$ cat src/hdl/assert_macros.svh
// Assertion macros used by the top-level RTL file of the status and buzzer block.
`ifndef ASSERT_MACROS_SVH
`define ASSERT_MACROS_SVH

// Same-cycle implication, checked at every rising clock edge outside reset.
`define ASSERT_IMPLIES(label, clk, rst, ante, cons) \
   label: assert property (@(posedge clk) disable iff (rst) (ante) |-> (cons)) \
      else $error("same-cycle implication check failed");

// Next-cycle implication, checked at every rising clock edge outside reset.
`define ASSERT_NEXT(label, clk, rst, ante, cons) \
   label: assert property (@(posedge clk) disable iff (rst) (ante) |=> (cons)) \
      else $error("next-cycle implication check failed");

`endif

$ cat src/hdl/sbr_pkg.sv
// Types and constants shared by the status and buzzer register block.
`timescale 1ns / 1ps

package sbr_pkg;

   localparam int CYCLE_W     = 64;
   localparam int CSR_INDEX_W = 2;
   localparam int BUZ_RES_W   = 17;
   localparam int TIME_RES_W  = 12;

   // Buzzer duration unit and time-register divisor, both used as moduli of the cpu_cycle field.
   localparam logic [BUZ_RES_W-1:0]  MOD_BUZ  = 17'd125000;
   localparam logic [TIME_RES_W-1:0] MOD_TIME = 12'(1000000 / 256);

   // Weights of the 16-bit chunks of a cycle count and of the fold and wrap terms, reduced by each modulus.
   localparam logic [BUZ_RES_W-1:0] KB1 = 17'((64'd1 << 16) % 64'(MOD_BUZ));
   localparam logic [BUZ_RES_W-1:0] KB2 = 17'((64'd1 << 32) % 64'(MOD_BUZ));
   localparam logic [BUZ_RES_W-1:0] KB3 = 17'((64'd1 << 48) % 64'(MOD_BUZ));
   localparam logic [BUZ_RES_W-1:0] KB_FOLD = 17'((64'd1 << 17) % 64'(MOD_BUZ));
   localparam logic [BUZ_RES_W-1:0] KB_WRAP = 17'((64'(KB3) << 16) % 64'(MOD_BUZ));

   localparam logic [TIME_RES_W-1:0] KT1 = 12'((64'd1 << 16) % 64'(MOD_TIME));
   localparam logic [TIME_RES_W-1:0] KT2 = 12'((64'd1 << 32) % 64'(MOD_TIME));
   localparam logic [TIME_RES_W-1:0] KT3 = 12'((64'd1 << 48) % 64'(MOD_TIME));
   localparam logic [TIME_RES_W-1:0] KT_FOLD = 12'((64'd1 << 12) % 64'(MOD_TIME));

   // Rounded-up reciprocals; exact for the folded operand widths used.
   localparam int RECIP_BUZ_SHIFT  = 48;
   localparam int RECIP_TIME_SHIFT = 38;
   localparam logic [31:0] RECIP_BUZ = 32'(((64'd1 << RECIP_BUZ_SHIFT)
      + 64'(MOD_BUZ) - 64'd1) / 64'(MOD_BUZ));
   localparam logic [26:0] RECIP_TIME = 27'(((64'd1 << RECIP_TIME_SHIFT)
      + 64'(MOD_TIME) - 64'd1) / 64'(MOD_TIME));

   typedef enum logic [1:0] {
      ACT_TICK  = 2'd0,
      ACT_WRITE = 2'd1,
      ACT_READ  = 2'd2
   } sbr_action_type;

   localparam logic [2:0] REG_PRESENCE = 3'd0;
   localparam logic [2:0] REG_TIME     = 3'd1;
   localparam logic [2:0] REG_BUZZER   = 3'd2;

   localparam logic [CSR_INDEX_W-1:0] CSR_POWER_ON = 2'd0;
   localparam logic [CSR_INDEX_W-1:0] CSR_PRESENCE = 2'd1;

   typedef struct packed {
      logic [1:0]         action;
      logic [2:0]         reg_index;
      logic [7:0]         write_byte;
      logic [CYCLE_W-1:0] cpu_cycle;
   } sbr_item_type;

   typedef struct packed {
      logic [BUZ_RES_W-1:0]  buz;
      logic [TIME_RES_W-1:0] tim;
   } sbr_residue_type;

endpackage

$ cat src/hdl/status_and_buzzer_registers_top.sv
// Top level of the status and buzzer register block.
//
//   Channel  Direction  Handshake              Carries
//   req_     in         req_valid/req_stall    action, reg_index, write_byte, cpu_cycle
//   rsp_     out        rsp_valid/rsp_stall    read_byte, buzzer_active, pitch
//   csr_     in         csr_valid/csr_ready    register index and write data
//
// Every transfer on req_ produces exactly one transfer on rsp_: four stages reduce
// the cycle count modulo both divisors, and one stage updates the registers and
// loads the result register.
// A new item is taken every cycle while nothing stalls; the rate is one item per clock.
// Reset is synchronous and active high and clears all register state at once.
// A stalled result holds the pipeline behind it, but empty stages still fill.
`timescale 1ns / 1ps
`include "assert_macros.svh"

module status_and_buzzer_registers_top (
   input  logic                                clock,
   input  logic                                reset,
   input  logic                                req_valid,
   output logic                                req_stall,
   input  logic [1:0]                          req_action,
   input  logic [2:0]                          req_reg_index,
   input  logic [7:0]                          req_write_byte,
   input  logic [sbr_pkg::CYCLE_W-1:0]         req_cpu_cycle,
   output logic                                rsp_valid,
   input  logic                                rsp_stall,
   output logic [7:0]                          rsp_read_byte,
   output logic                                rsp_buzzer_active,
   output logic [3:0]                          rsp_pitch_factor,
   output logic                                rsp_pitch_lower,
   input  logic                                csr_valid,
   output logic                                csr_ready,
   input  logic [sbr_pkg::CSR_INDEX_W-1:0]     csr_index,
   input  logic [7:0]                          csr_wdata
);
   import sbr_pkg::*;

   sbr_item_type    req_item;
   sbr_item_type    mod_item;
   sbr_residue_type mod_res;
   logic            mod_valid;
   logic            mod_stall;
   logic            core_xfer;

   // Configuration writes must be issued only while the block is idle; the block
   // does not enforce this itself, and the register port can always take them.
   assign csr_ready = 1'b1;

   always_comb begin
      req_item.action     = req_action;
      req_item.reg_index  = req_reg_index;
      req_item.write_byte = req_write_byte;
      req_item.cpu_cycle  = req_cpu_cycle;
   end

   // Residues of the cycle count depend only on the item itself, so they are
   // computed ahead of the state update without any hazard between items.
   sbr_modred u_modred (
      .clock     (clock),
      .reset     (reset),
      .in_valid  (req_valid),
      .in_stall  (req_stall),
      .in_item   (req_item),
      .out_valid (mod_valid),
      .out_stall (mod_stall),
      .out_item  (mod_item),
      .out_res   (mod_res)
   );

   // All register state lives in one stage, so each item sees the effect of
   // the item before it.
   sbr_core u_core (
      .clock             (clock),
      .reset             (reset),
      .in_valid          (mod_valid),
      .in_stall          (mod_stall),
      .in_item           (mod_item),
      .in_res            (mod_res),
      .csr_write         (csr_valid && csr_ready),
      .csr_index         (csr_index),
      .csr_wdata         (csr_wdata),
      .rsp_valid         (rsp_valid),
      .rsp_stall         (rsp_stall),
      .rsp_read_byte     (rsp_read_byte),
      .rsp_buzzer_active (rsp_buzzer_active),
      .rsp_pitch_factor  (rsp_pitch_factor),
      .rsp_pitch_lower   (rsp_pitch_lower)
   );

   assign core_xfer = mod_valid && !mod_stall;

   `ASSERT_IMPLIES(a_residue_range, clock, reset, mod_valid, (mod_res.buz < MOD_BUZ) && (mod_res.tim < MOD_TIME))
   `ASSERT_NEXT(a_result_loads, clock, reset, core_xfer, rsp_valid)
   `ASSERT_IMPLIES(a_pitch_range, clock, reset, rsp_valid, (rsp_pitch_factor >= 4'd1) && (rsp_pitch_factor <= 4'd8))
   `ASSERT_IMPLIES(a_pitch_lower, clock, reset, rsp_valid && rsp_pitch_lower, rsp_pitch_factor != 4'd1)

endmodule

$ cat src/hdl/sbr_modred.sv
// Four-stage pipeline reducing each item's cycle count modulo both divisors.
`timescale 1ns / 1ps

module sbr_modred (
   input  logic                     clock,
   input  logic                     reset,
   input  logic                     in_valid,
   output logic                     in_stall,
   input  sbr_pkg::sbr_item_type    in_item,
   output logic                     out_valid,
   input  logic                     out_stall,
   output sbr_pkg::sbr_item_type    out_item,
   output sbr_pkg::sbr_residue_type out_res
);
   import sbr_pkg::*;

   logic            s1_valid_ff, s2_valid_ff, s3_valid_ff, s4_valid_ff;
   logic            s1_hold, s2_hold, s3_hold, s4_hold;
   sbr_item_type    s1_item_ff, s2_item_ff, s3_item_ff, s4_item_ff;

   logic [34:0]     s1_buz_in, s1_buz_ff;
   logic [29:0]     s1_tim_in, s1_tim_ff;
   logic [30:0]     s2_buz_in, s2_buz_ff, s3_buz_ff;
   logic [25:0]     s2_tim_in, s2_tim_ff, s3_tim_ff;
   logic [62:0]     buz_prod;
   logic [52:0]     tim_prod;
   logic [14:0]     s3_bq_in, s3_bq_ff, s3_tq_in, s3_tq_ff;
   logic [30:0]     buz_diff;
   logic [25:0]     tim_diff;
   sbr_residue_type s4_res_in, s4_res_ff;

   // A stage holds when it is full and the stage after it cannot take its item.
   assign s4_hold  = s4_valid_ff && out_stall;
   assign s3_hold  = s3_valid_ff && s4_hold;
   assign s2_hold  = s2_valid_ff && s3_hold;
   assign s1_hold  = s1_valid_ff && s2_hold;
   assign in_stall = s1_hold;

   always_comb begin
      // Stage 1: weighted sum of the four 16-bit chunks.
      s1_buz_in = 35'(in_item.cpu_cycle[15:0])
         + 35'(in_item.cpu_cycle[31:16]) * 35'(KB1)
         + 35'(in_item.cpu_cycle[47:32]) * 35'(KB2)
         + 35'(in_item.cpu_cycle[63:48]) * 35'(KB3);
      s1_tim_in = 30'(in_item.cpu_cycle[15:0])
         + 30'(in_item.cpu_cycle[31:16]) * 30'(KT1)
         + 30'(in_item.cpu_cycle[47:32]) * 30'(KT2)
         + 30'(in_item.cpu_cycle[63:48]) * 30'(KT3);

      // Stage 2: fold the bits above the modulus width back in.
      s2_buz_in = 31'(s1_buz_ff[16:0]) + 31'(s1_buz_ff[34:17]) * 31'(KB_FOLD);
      s2_tim_in = 26'(s1_tim_ff[11:0]) + 26'(s1_tim_ff[29:12]) * 26'(KT_FOLD);

      // Stage 3: quotient by reciprocal multiplication.
      buz_prod = 63'(s2_buz_ff) * 63'(RECIP_BUZ);
      tim_prod = 53'(s2_tim_ff) * 53'(RECIP_TIME);
      s3_bq_in = buz_prod[RECIP_BUZ_SHIFT +: 15];
      s3_tq_in = tim_prod[RECIP_TIME_SHIFT +: 15];

      // Stage 4: remainder, with one corrective subtraction.
      buz_diff = s3_buz_ff - 31'(s3_bq_ff) * 31'(MOD_BUZ);
      tim_diff = s3_tim_ff - 26'(s3_tq_ff) * 26'(MOD_TIME);
      if (buz_diff >= 31'(MOD_BUZ)) begin
         buz_diff = buz_diff - 31'(MOD_BUZ);
      end
      if (tim_diff >= 26'(MOD_TIME)) begin
         tim_diff = tim_diff - 26'(MOD_TIME);
      end
      s4_res_in.buz = buz_diff[BUZ_RES_W-1:0];
      s4_res_in.tim = tim_diff[TIME_RES_W-1:0];
   end

   always_ff @(posedge clock) begin
      if (reset) begin
         s1_valid_ff <= 1'b0;
         s2_valid_ff <= 1'b0;
         s3_valid_ff <= 1'b0;
         s4_valid_ff <= 1'b0;
      end else begin
         if (!s1_hold) s1_valid_ff <= in_valid;
         if (!s2_hold) s2_valid_ff <= s1_valid_ff;
         if (!s3_hold) s3_valid_ff <= s2_valid_ff;
         if (!s4_hold) s4_valid_ff <= s3_valid_ff;
      end
   end

   always_ff @(posedge clock) begin
      if (!s1_hold) begin
         s1_item_ff <= in_item;
         s1_buz_ff  <= s1_buz_in;
         s1_tim_ff  <= s1_tim_in;
      end
      if (!s2_hold) begin
         s2_item_ff <= s1_item_ff;
         s2_buz_ff  <= s2_buz_in;
         s2_tim_ff  <= s2_tim_in;
      end
      if (!s3_hold) begin
         s3_item_ff <= s2_item_ff;
         s3_buz_ff  <= s2_buz_ff;
         s3_tim_ff  <= s2_tim_ff;
         s3_bq_ff   <= s3_bq_in;
         s3_tq_ff   <= s3_tq_in;
      end
      if (!s4_hold) begin
         s4_item_ff <= s3_item_ff;
         s4_res_ff  <= s4_res_in;
      end
   end

   assign out_valid = s4_valid_ff;
   assign out_item  = s4_item_ff;
   assign out_res   = s4_res_ff;

endmodule

$ cat src/hdl/sbr_core.sv
// Register state, buzzer countdown and result register of the block.
`timescale 1ns / 1ps

module sbr_core (
   input  logic                                clock,
   input  logic                                reset,
   input  logic                                in_valid,
   output logic                                in_stall,
   input  sbr_pkg::sbr_item_type               in_item,
   input  sbr_pkg::sbr_residue_type            in_res,
   input  logic                                csr_write,
   input  logic [sbr_pkg::CSR_INDEX_W-1:0]     csr_index,
   input  logic [7:0]                          csr_wdata,
   output logic                                rsp_valid,
   input  logic                                rsp_stall,
   output logic [7:0]                          rsp_read_byte,
   output logic                                rsp_buzzer_active,
   output logic [3:0]                          rsp_pitch_factor,
   output logic                                rsp_pitch_lower
);
   import sbr_pkg::*;

   // Inverses of the odd parts of the divisors, modulo the result widths.
   localparam logic [3:0] INV_BUZ_NIB   = 4'd9;
   localparam logic [7:0] INV_TIME_BYTE = 8'd97;

   function automatic logic [BUZ_RES_W-1:0] buz_mod_sub(
      input logic [BUZ_RES_W-1:0] a,
      input logic [BUZ_RES_W-1:0] b
   );
      logic [BUZ_RES_W:0] diff;
      diff = {1'b0, a} - {1'b0, b};
      if (diff[BUZ_RES_W]) begin
         diff = diff + (BUZ_RES_W + 1)'(MOD_BUZ);
      end
      return diff[BUZ_RES_W-1:0];
   endfunction

   logic                 power_on_in, power_on_ff;
   logic [7:0]           presence_in, presence_ff;
   logic [CYCLE_W-1:0]   cur_in, cur_ff;
   logic [BUZ_RES_W-1:0] cur_mod_in, cur_mod_ff;
   logic [7:0]           time_byte_in, time_byte_ff;
   logic [CYCLE_W-1:0]   end_in, end_ff;
   logic [BUZ_RES_W-1:0] end_mod_in, end_mod_ff;
   logic [7:0]           buzzer_in, buzzer_ff;
   logic                 sounding_in, sounding_ff;
   logic                 rsp_valid_in, rsp_valid_ff;
   logic [7:0]           rsp_read_in, rsp_read_ff;
   logic                 rsp_active_in, rsp_active_ff;
   logic [3:0]           rsp_factor_in, rsp_factor_ff;
   logic                 rsp_lower_in, rsp_lower_ff;

   logic                 accept;
   logic [7:0]           read_data;
   logic                 end_ahead;
   logic [6:0]           rem_lo;
   logic [BUZ_RES_W-1:0] rem_mod;
   logic [6:0]           quo_lo;
   logic [3:0]           quo_nib;
   logic [3:0]           nibble;
   logic [8:0]           time_lo;
   logic [7:0]           time_byte;
   logic [20:0]          dur_cycles;
   logic [CYCLE_W:0]     end_sum;
   logic [2:0]           pitch;

   assign in_stall = rsp_valid_ff && rsp_stall;
   assign accept   = in_valid && !in_stall;

   always_comb begin
      // Countdown nibble: the remaining time minus its residue is a multiple
      // of the unit, so the quotient's low bits follow from low bits only.
      end_ahead = end_ff > in_item.cpu_cycle;
      rem_lo    = end_ff[6:0] - in_item.cpu_cycle[6:0];
      rem_mod   = buz_mod_sub(end_mod_ff, in_res.buz);
      quo_lo    = rem_lo - rem_mod[6:0];
      quo_nib   = quo_lo[6:3] * INV_BUZ_NIB;
      nibble    = end_ahead ? quo_nib + 4'd1 : 4'd0;

      // Time byte of the new cycle count, by the same exact-division trick.
      time_lo   = in_item.cpu_cycle[8:0] - in_res.tim[8:0];
      time_byte = time_lo[8:1] * INV_TIME_BYTE;

      // End of the buzzer period for a write, tracking its residue on wrap.
      dur_cycles = 21'(in_item.write_byte[7:4]) * 21'(MOD_BUZ);
      end_sum    = (CYCLE_W + 1)'(cur_ff) + (CYCLE_W + 1)'(dur_cycles);

      power_on_in  = power_on_ff;
      presence_in  = presence_ff;
      cur_in       = cur_ff;
      cur_mod_in   = cur_mod_ff;
      time_byte_in = time_byte_ff;
      end_in       = end_ff;
      end_mod_in   = end_mod_ff;
      buzzer_in    = buzzer_ff;
      sounding_in  = sounding_ff;
      read_data    = 8'd0;

      if (accept) begin
         unique case (in_item.action)
            ACT_TICK: begin
               cur_in       = in_item.cpu_cycle;
               cur_mod_in   = in_res.buz;
               time_byte_in = time_byte;
               buzzer_in    = {nibble, buzzer_ff[3:0]};
               if (nibble == 4'd0) begin
                  sounding_in = 1'b0;
               end
            end
            ACT_WRITE: begin
               if (power_on_ff && in_item.reg_index == REG_BUZZER) begin
                  buzzer_in   = in_item.write_byte;
                  end_in      = end_sum[CYCLE_W-1:0];
                  end_mod_in  = end_sum[CYCLE_W] ? buz_mod_sub(cur_mod_ff, KB_WRAP)
                                                 : cur_mod_ff;
                  sounding_in = 1'b1;
               end
            end
            ACT_READ: begin
               if (power_on_ff) begin
                  unique case (in_item.reg_index)
                     REG_PRESENCE: read_data = presence_ff;
                     REG_TIME:     read_data = time_byte_ff;
                     REG_BUZZER:   read_data = buzzer_ff;
                     default:      read_data = 8'd0;
                  endcase
               end
            end
            default: begin
            end
         endcase
      end

      pitch         = buzzer_in[2:0];
      rsp_valid_in  = rsp_valid_ff && rsp_stall;
      rsp_read_in   = rsp_read_ff;
      rsp_active_in = rsp_active_ff;
      rsp_factor_in = rsp_factor_ff;
      rsp_lower_in  = rsp_lower_ff;
      if (accept) begin
         rsp_valid_in  = 1'b1;
         rsp_read_in   = read_data;
         rsp_active_in = sounding_in;
         rsp_factor_in = (pitch == 3'd0) ? 4'd1 : 4'(pitch) + 4'd1;
         rsp_lower_in  = (pitch != 3'd0) && buzzer_in[3];
      end

      if (csr_write) begin
         unique case (csr_index)
            CSR_POWER_ON: begin
               power_on_in = csr_wdata[0];
               sounding_in = 1'b0;
            end
            CSR_PRESENCE: presence_in = csr_wdata;
            default: begin
            end
         endcase
      end
   end

   always_ff @(posedge clock) begin
      if (reset) begin
         power_on_ff  <= 1'b0;
         presence_ff  <= 8'd0;
         cur_ff       <= '0;
         cur_mod_ff   <= '0;
         time_byte_ff <= 8'd0;
         end_ff       <= '0;
         end_mod_ff   <= '0;
         buzzer_ff    <= 8'd0;
         sounding_ff  <= 1'b0;
         rsp_valid_ff <= 1'b0;
      end else begin
         power_on_ff  <= power_on_in;
         presence_ff  <= presence_in;
         cur_ff       <= cur_in;
         cur_mod_ff   <= cur_mod_in;
         time_byte_ff <= time_byte_in;
         end_ff       <= end_in;
         end_mod_ff   <= end_mod_in;
         buzzer_ff    <= buzzer_in;
         sounding_ff  <= sounding_in;
         rsp_valid_ff <= rsp_valid_in;
      end
   end

   always_ff @(posedge clock) begin
      rsp_read_ff   <= rsp_read_in;
      rsp_active_ff <= rsp_active_in;
      rsp_factor_ff <= rsp_factor_in;
      rsp_lower_ff  <= rsp_lower_in;
   end

   assign rsp_valid         = rsp_valid_ff;
   assign rsp_read_byte     = rsp_read_ff;
   assign rsp_buzzer_active = rsp_active_ff;
   assign rsp_pitch_factor  = rsp_factor_ff;
   assign rsp_pitch_lower   = rsp_lower_ff;

endmodule
$ cat config.mk
export PLATFORM = sky130hd
export DESIGN_NAME = status_and_buzzer_registers_top
export DESIGN_NICKNAME = d
export VERILOG_FILES = /design/src/hdl/sbr_pkg.sv /design/src/hdl/status_and_buzzer_registers_top.sv /design/src/hdl/sbr_modred.sv /design/src/hdl/sbr_core.sv
export VERILOG_INCLUDE_DIRS = /design/src /design/src/hdl
export SDC_FILE = /design/constraint.sdc
export NUM_CORES = 2
export LEC_CHECK = 0
export ABC_AREA = 0
export BUFFER_PORTS_ARGS = -buffer_cell sky130_fd_sc_hd__clkbuf_2
export CAP_MARGIN = 20
export CORE_ASPECT_RATIO = 0.9
export CORE_MARGIN = 2
export CORE_UTILIZATION = 40
export CTS_CLUSTER_SIZE = 12
export DETAILED_ROUTE_END_ITERATION = 8
export GPL_ROUTABILITY_DRIVEN = 0
export SLEW_MARGIN = 20
export SYNTH_ARGS = -nofsm -noshare
export SYNTH_HDL_FRONTEND = slang
export SYNTH_SLANG_ARGS = --single-unit
$ cat constraint.sdc
create_clock -name clock -period 11.1 [get_ports clock]
set_input_delay 1.665 -clock clock [delete_from_list [all_inputs] [get_ports clock]]
set_output_delay 1.665 -clock clock [all_outputs]
set_load 0.05 [all_outputs]
# ---- After elaboration in Yosys (flattened, before gate mapping)
# Cells that the tools add are included.
dict set report classes {
  add_sub_neg 22
  order_cmp 3
  n_mux 17
  n_mul 13
  eq_ne 6
  reduce_logical 22
}
# cell count
set op_table {}
lappend op_table {{$add 35x33->35} 2}
lappend op_table {{$add 64x21->65} 1}
lappend op_table {{$gt 64x64->1} 1}
lappend op_table {{$mul 31x31->62 const B} 1}
lappend op_table {{$mul 16x14->30 const B} 2}
lappend op_table {{$mul 26x27->53 const B} 1}
lappend op_table {{$mux 17} 3}
lappend op_table {{$add 16x32->33} 1}
lappend op_table {{$add 17x31->31} 1}
lappend op_table {{$ge 31x17->1 const B} 1}
lappend op_table {{$sub 31x31->31} 1}
lappend op_table {{$add 30x18->30} 1}
lappend op_table {{$add 30x25->30} 1}
lappend op_table {{$add 16x28->29} 1}
lappend op_table {{$mul 15x14->28 const B} 1}
lappend op_table {{$mul 18x10->28 const B} 1}
lappend op_table {{$add 12x26->26} 1}
lappend op_table {{$ge 26x12->1 const B} 1}
lappend op_table {{$sub 26x26->26} 1}
lappend op_table {{$mul 15x11->25 const B} 1}
lappend op_table {{$mul 18x7->25 const B} 1}
lappend op_table {{$mul 16x8->24 const B} 1}
lappend op_table {{$pmux 8 s3} 1}
lappend op_table {{$mul 16x7->23 const B} 1}
lappend op_table {{other kinds (34)} 55}
dict set report totals {
  reg_bits 750
  word_cells 128
}

# ---- Logic depth before layout (Yosys ltp)
dict set report depth {
  ltp_word 13
  ltp_mapped 33
  mapped_depth_nobuf 33
}

# ---- Modules after synthesis
# Synthesis repeated with hierarchy kept, for this count alone.
dict set report hier_totals {
  hier_cells 7986
  area_unflattened_um2 85623.4
}
# module n_inst seq_area_each_um2 cells_per_inst area_per_inst_um2
set modules_own_cells {}
lappend modules_own_cells {sbr_modred 1 15965.3 6289 72223.0}
lappend modules_own_cells {sbr_core 1 4204.0 1695 13389.1}
lappend modules_own_cells {status_and_buzzer_registers_top 1 0.0 2 11.3}

# ---- Worst setup path before layout
# No wires, ideal clock.
dict set report synth_timing {
  path_kind {in2out}
  from {in rsp_stall}
  to {out req_stall}
  arrival_time_ps 7963
  path_slack_ps 1472
  stages 4
  required_time_ps 9435
  cell_sequence {and3_1 -> clkbuf_1 -> nand4_1 -> inv_1}
}
dict set report synth_via {
  elab_chain_cells 5
}
# item line
set synth_lines {}
lappend synth_lines {{start, declared} status_and_buzzer_registers_top.sv:27} ;# input logic rsp_stall,
lappend synth_lines {{$logic_and 1x1->1} sbr_core.sv:68} ;# assign in_stall = rsp_valid_ff && rsp_stall;
lappend synth_lines {{$logic_and 1x1->1} sbr_modred.sv:33} ;# assign s4_hold = s4_valid_ff && out_stall;
lappend synth_lines {{$logic_and 1x1->1} sbr_modred.sv:34} ;# assign s3_hold = s3_valid_ff && s4_hold;
lappend synth_lines {{$logic_and 1x1->1} sbr_modred.sv:35} ;# assign s2_hold = s2_valid_ff && s3_hold;
lappend synth_lines {{$logic_and 1x1->1} sbr_modred.sv:36} ;# assign s1_hold = s1_valid_ff && s2_hold;
lappend synth_lines {{end, declared} status_and_buzzer_registers_top.sv:21} ;# output logic req_stall,
# No other way between the ends.

# ---- Worst setup path in the final report
dict set report layout_timing {
  from {in req_cpu_cycle[21] (netlist name)}
  to {reg u_modred.s1_tim_ff[27] (data pin)}
}
dict set report layout_via {
  elab_chain_cells 4
}
# item line
set layout_lines {}
lappend layout_lines {{start, declared} status_and_buzzer_registers_top.sv:25} ;# input logic [sbr_pkg::CYCLE_W-1:0] req_cpu_cycle,
lappend layout_lines {{$mul 16x7->23} sbr_modred.sv:46} ;# + 30'(in_item.cpu_cycle[31:16]) * 30'(KT1)
lappend layout_lines {{$add 16x28->29} sbr_modred.sv:46}
lappend layout_lines {{$add 30x18->30} sbr_modred.sv:47} ;# + 30'(in_item.cpu_cycle[47:32]) * 30'(KT2)
lappend layout_lines {{$add 30x25->30} sbr_modred.sv:48} ;# + 30'(in_item.cpu_cycle[63:48]) * 30'(KT3);
lappend layout_lines {{named net u_modred.s1_tim_in[27]} sbr_modred.sv:22} ;# logic [29:0] s1_tim_in, s1_tim_ff;
lappend layout_lines {{end signal, assigned} sbr_modred.sv:91} ;# s1_tim_ff <= s1_tim_in;
lappend layout_lines {{end, declared} sbr_modred.sv:22}
# The timed path passes the listed nets, and every way through them passes these cells.
# A chain may end at the register's enable or synchronous reset.

==> metrics.md <==
| Metric | Value |
|---|---|
| Yosys top cell area share | `25.7%` |
| IO Pins | `109` |
| Slowest cell delay on critical path | `0.55 ns` |
| CTS max path bufs | `3` |
| Starting density of the core | `40.2%` |
| RSZ-0062 raised after global routing | `no` |
| Adder-cell share of the synthesized area | `48.0%` |
| Synth Area in Compound Gates | `8.86%` |
| Number of global-route vias before repair | `58024` |
| Remaining DRCs | `0` |
| YS warnings | `0` |
| Detailed placement HPWL | `168000 um` |
| CTS tree | `yes` |
| Core area | `211000 um^2` |
| Area contributors post-synth | `fa_1 (26%), ha_1 (22%), edfxtp_1 (19%), inv_1 (7.0%), dfxtp_1 (4.4%)` |
| Post-Synth Simple-Gate Area | `7.08%` |
| Slowest CP cell | `fa_1` |
| Fraction of registers with async set/reset | `0%` |
| Antenna-violating nets left | `0` |
| CTS HTree Levels | `3` |
| Max_cap viols | `0` |
| Top-count cell post-synth | `inv_1` |
| Hold WC Path Type | `flip-flop to flip-flop` |
| Post-synth top flop | `edfxtp_1` |
| Period minus WS final | `9.20 ns` |
| Worst reg2reg path depth | `25` |
| Netlist cell types | `93` |
| First DRT Iteration DRCs | `3475` |
| Synth Cell Area | `84900 um^2` |
| Skew-Pair Late Insertion Delay | `0.69 ns` |
| Post-synthesis mux area share | `0.358%` |
| Final setup vio count | `0` |
| Worst-path clk slew | `0.06 ns` |
| Largest family of logic cells by synthesized area | `adder cells` |
| Req. time, crit path | `11.48 ns` |
| Max Clk Rate | `0.109 GHz` |
| Final period utilization | `82.8%` |
| Synth Register Bits | `728` |
| Status | `completed` |
| Critical Path Source Type | `input pin` |
| Total track usage | `19.3%` |
| Critical path class | `input pin to flip-flop` |
| Critical Path Sink Type | `flip-flop` |
| Top cell by count, worst path | `fa_1` |
| Cell taking the most area after synthesis | `fa_1` |
| Final core utilization | `43.4%` |
| Post-cts resize count | `0` |
| Root Buffer | `clkbuf_16` |
| Cell count after synthesis | `7926` |
| Row count | `160` |
| Die Ht | `441 um` |
| Postcts setup bufs | `0` |
| Initial antenna violation count | `27` |
| Via Count | `55610` |
| Buf/Inv on CP | `4` |
| Largest net degree at the start of global routing | `102` |
| Share of cells above drive strength 1 | `3.99%` |
| XOR/XNOR share of the synthesized area | `4.69%` |
| Syn nets | `10621` |
| Crit-path max FO | `7` |
| Pre-CTS WS | `1.18 ns` |
| Num CTS Buffers | `83` |
| Routed WL per cell | `18.5 um` |
| GR Overflow Total | `0` |
| Clock Skew | `0.0313 ns` |
| Crit path depth | `30` |
| Setup TNS | `0 ns` |
| Hold slack | `0.411 ns` |
| Chip width | `490 um` |
| Drt first pass iters | `5` |
| Final count of pins violating max slew | `0` |
| # port buffers | `107` |
| Slack of the critical path | `1.90 ns` |
| Mean post-synth cell area | `10.7 um^2` |
| Hold-fix buffers at CTS | `0` |
| # nets final | `10767` |
| WL final | `203000 um` |
| Worst-margin pin slew | `1.18 ns` |
| Worst rel slew slack | `21.5%` |
| Sequential share of the synthesized area | `23.6%` |
| Area grow syn2layout | `7.94%` |
| Hold depth | `0` |
| Most frequent cells after synthesis | `inv_1 (1590), ha_1 (1512), fa_1 (1091)` |
| CP top delay family | `adder cells` |
| Clock sink count | `728` |
| Critical Path AT | `9.57 ns` |
| Fin. Hold Viols | `0` |
| Via density | `5.06` |
| Number of synthesized flops with an enable pin | `541` |
| Die ar. | `216000 um^2` |
| First-pass GRT wire length | `326000 um` |
==> cell usage in the layout, fill, tap and decap left out, types with 66 or more instances in the layout <==
master     netlist  final
ha_1          1512   1512
o21ai_0        189    189
clkbuf_2         0    106
inv_1         1590   1589
nor2_1         319    317
a21o_1         144    144
nor3_1          66     66
fa_1          1091   1091
clkbuf_16        0     84
edfxtp_1       541    541
nand2_1        430    429
xnor2_1        281    281
a21oi_1        397    397
a211oi_1        93     93
xor2_1         171    171
nor2b_1         72     72
nand3_1         89     88
dfxtp_1        187    187
==> worst paths after layout <==
| kind | startpoint | endpoint | slack, ns |
|---|---|---|---|
| worst min-delay path | u_modred.s3_item_ff[53] | u_modred.out_item[53] | 0.41 |
| worst max register to register | u_modred.s2_buz_ff[5] | u_modred.s3_bq_ff[14] | 2.19 |
| worst max-delay path | req_cpu_cycle[21] | u_modred.s1_tim_ff[27] | 1.90 |
| worst min register to register | u_modred.s3_item_ff[53] | u_modred.out_item[53] | 0.41 |
==> per-stage QoR <==
step / cells / instance area (um^2)
finish: 10984 / 91600
global route: 10983 / 91600
CTS: 10976 / 91600
detailed placement: 10822 / 88900
global placement: 10822 / 88900
floorplan: 7926 / 84900
==> layout make-up <==
| type | count | area (um^2) |
|---|---|---|
| Antenna cell | 8 | 20.0 |
| Multi-Input combinational cell | 5525 | 58600 |
| Clock buffer | 114 | 2260 |
| Inverter | 1590 | 5970 |
| Sequential cell | 728 | 20000 |
| Timing Repair Buffer | 144 | 820 |
| Fill cell | 20028 | 119000 |
| Tap cell | 2835 | 3550 |
| Clock inverter | 40 | 373 |
==> sequential cells by signal, summed over array words and instances, names as in the netlist, 34 cells and up <==
signal and flops:
u_core.end_ff 61, u_modred.s1_buz_ff 34, u_modred.out_item 74, u_modred.s2_item_ff 74, u_modred.s1_item_ff 74, u_modred.s3_item_ff 74, u_core.cur_ff 61
==> metal layers <==
metal | part of all wire (%) | GRT usage [%]
met1 | 48 | 28.2
met5 | 0.015 | 0
met2 | 44 | 30.1
met4 | 2.5 | 4.78
met3 | 4.9 | 2.64
==> logic make-up (layout without fill, tap and decap cells) <==
kind of cell / Yosys count / count (layout)
AOI/OAI and AO/OA: 1165 / 1165
xor gates and xnor gates: 453 / 453
adders and majority gates: 2603 / 2603
buffers and inverters: 1673 / 1888
DFF: 728 / 728
muxes: 30 / 30
other: 2 / 10
and+or+nand+nor: 1272 / 1272
Power is left out: the tool's default activity adds up to more than one toggle a clock period on the data nets, which glitch-free logic cannot reach.
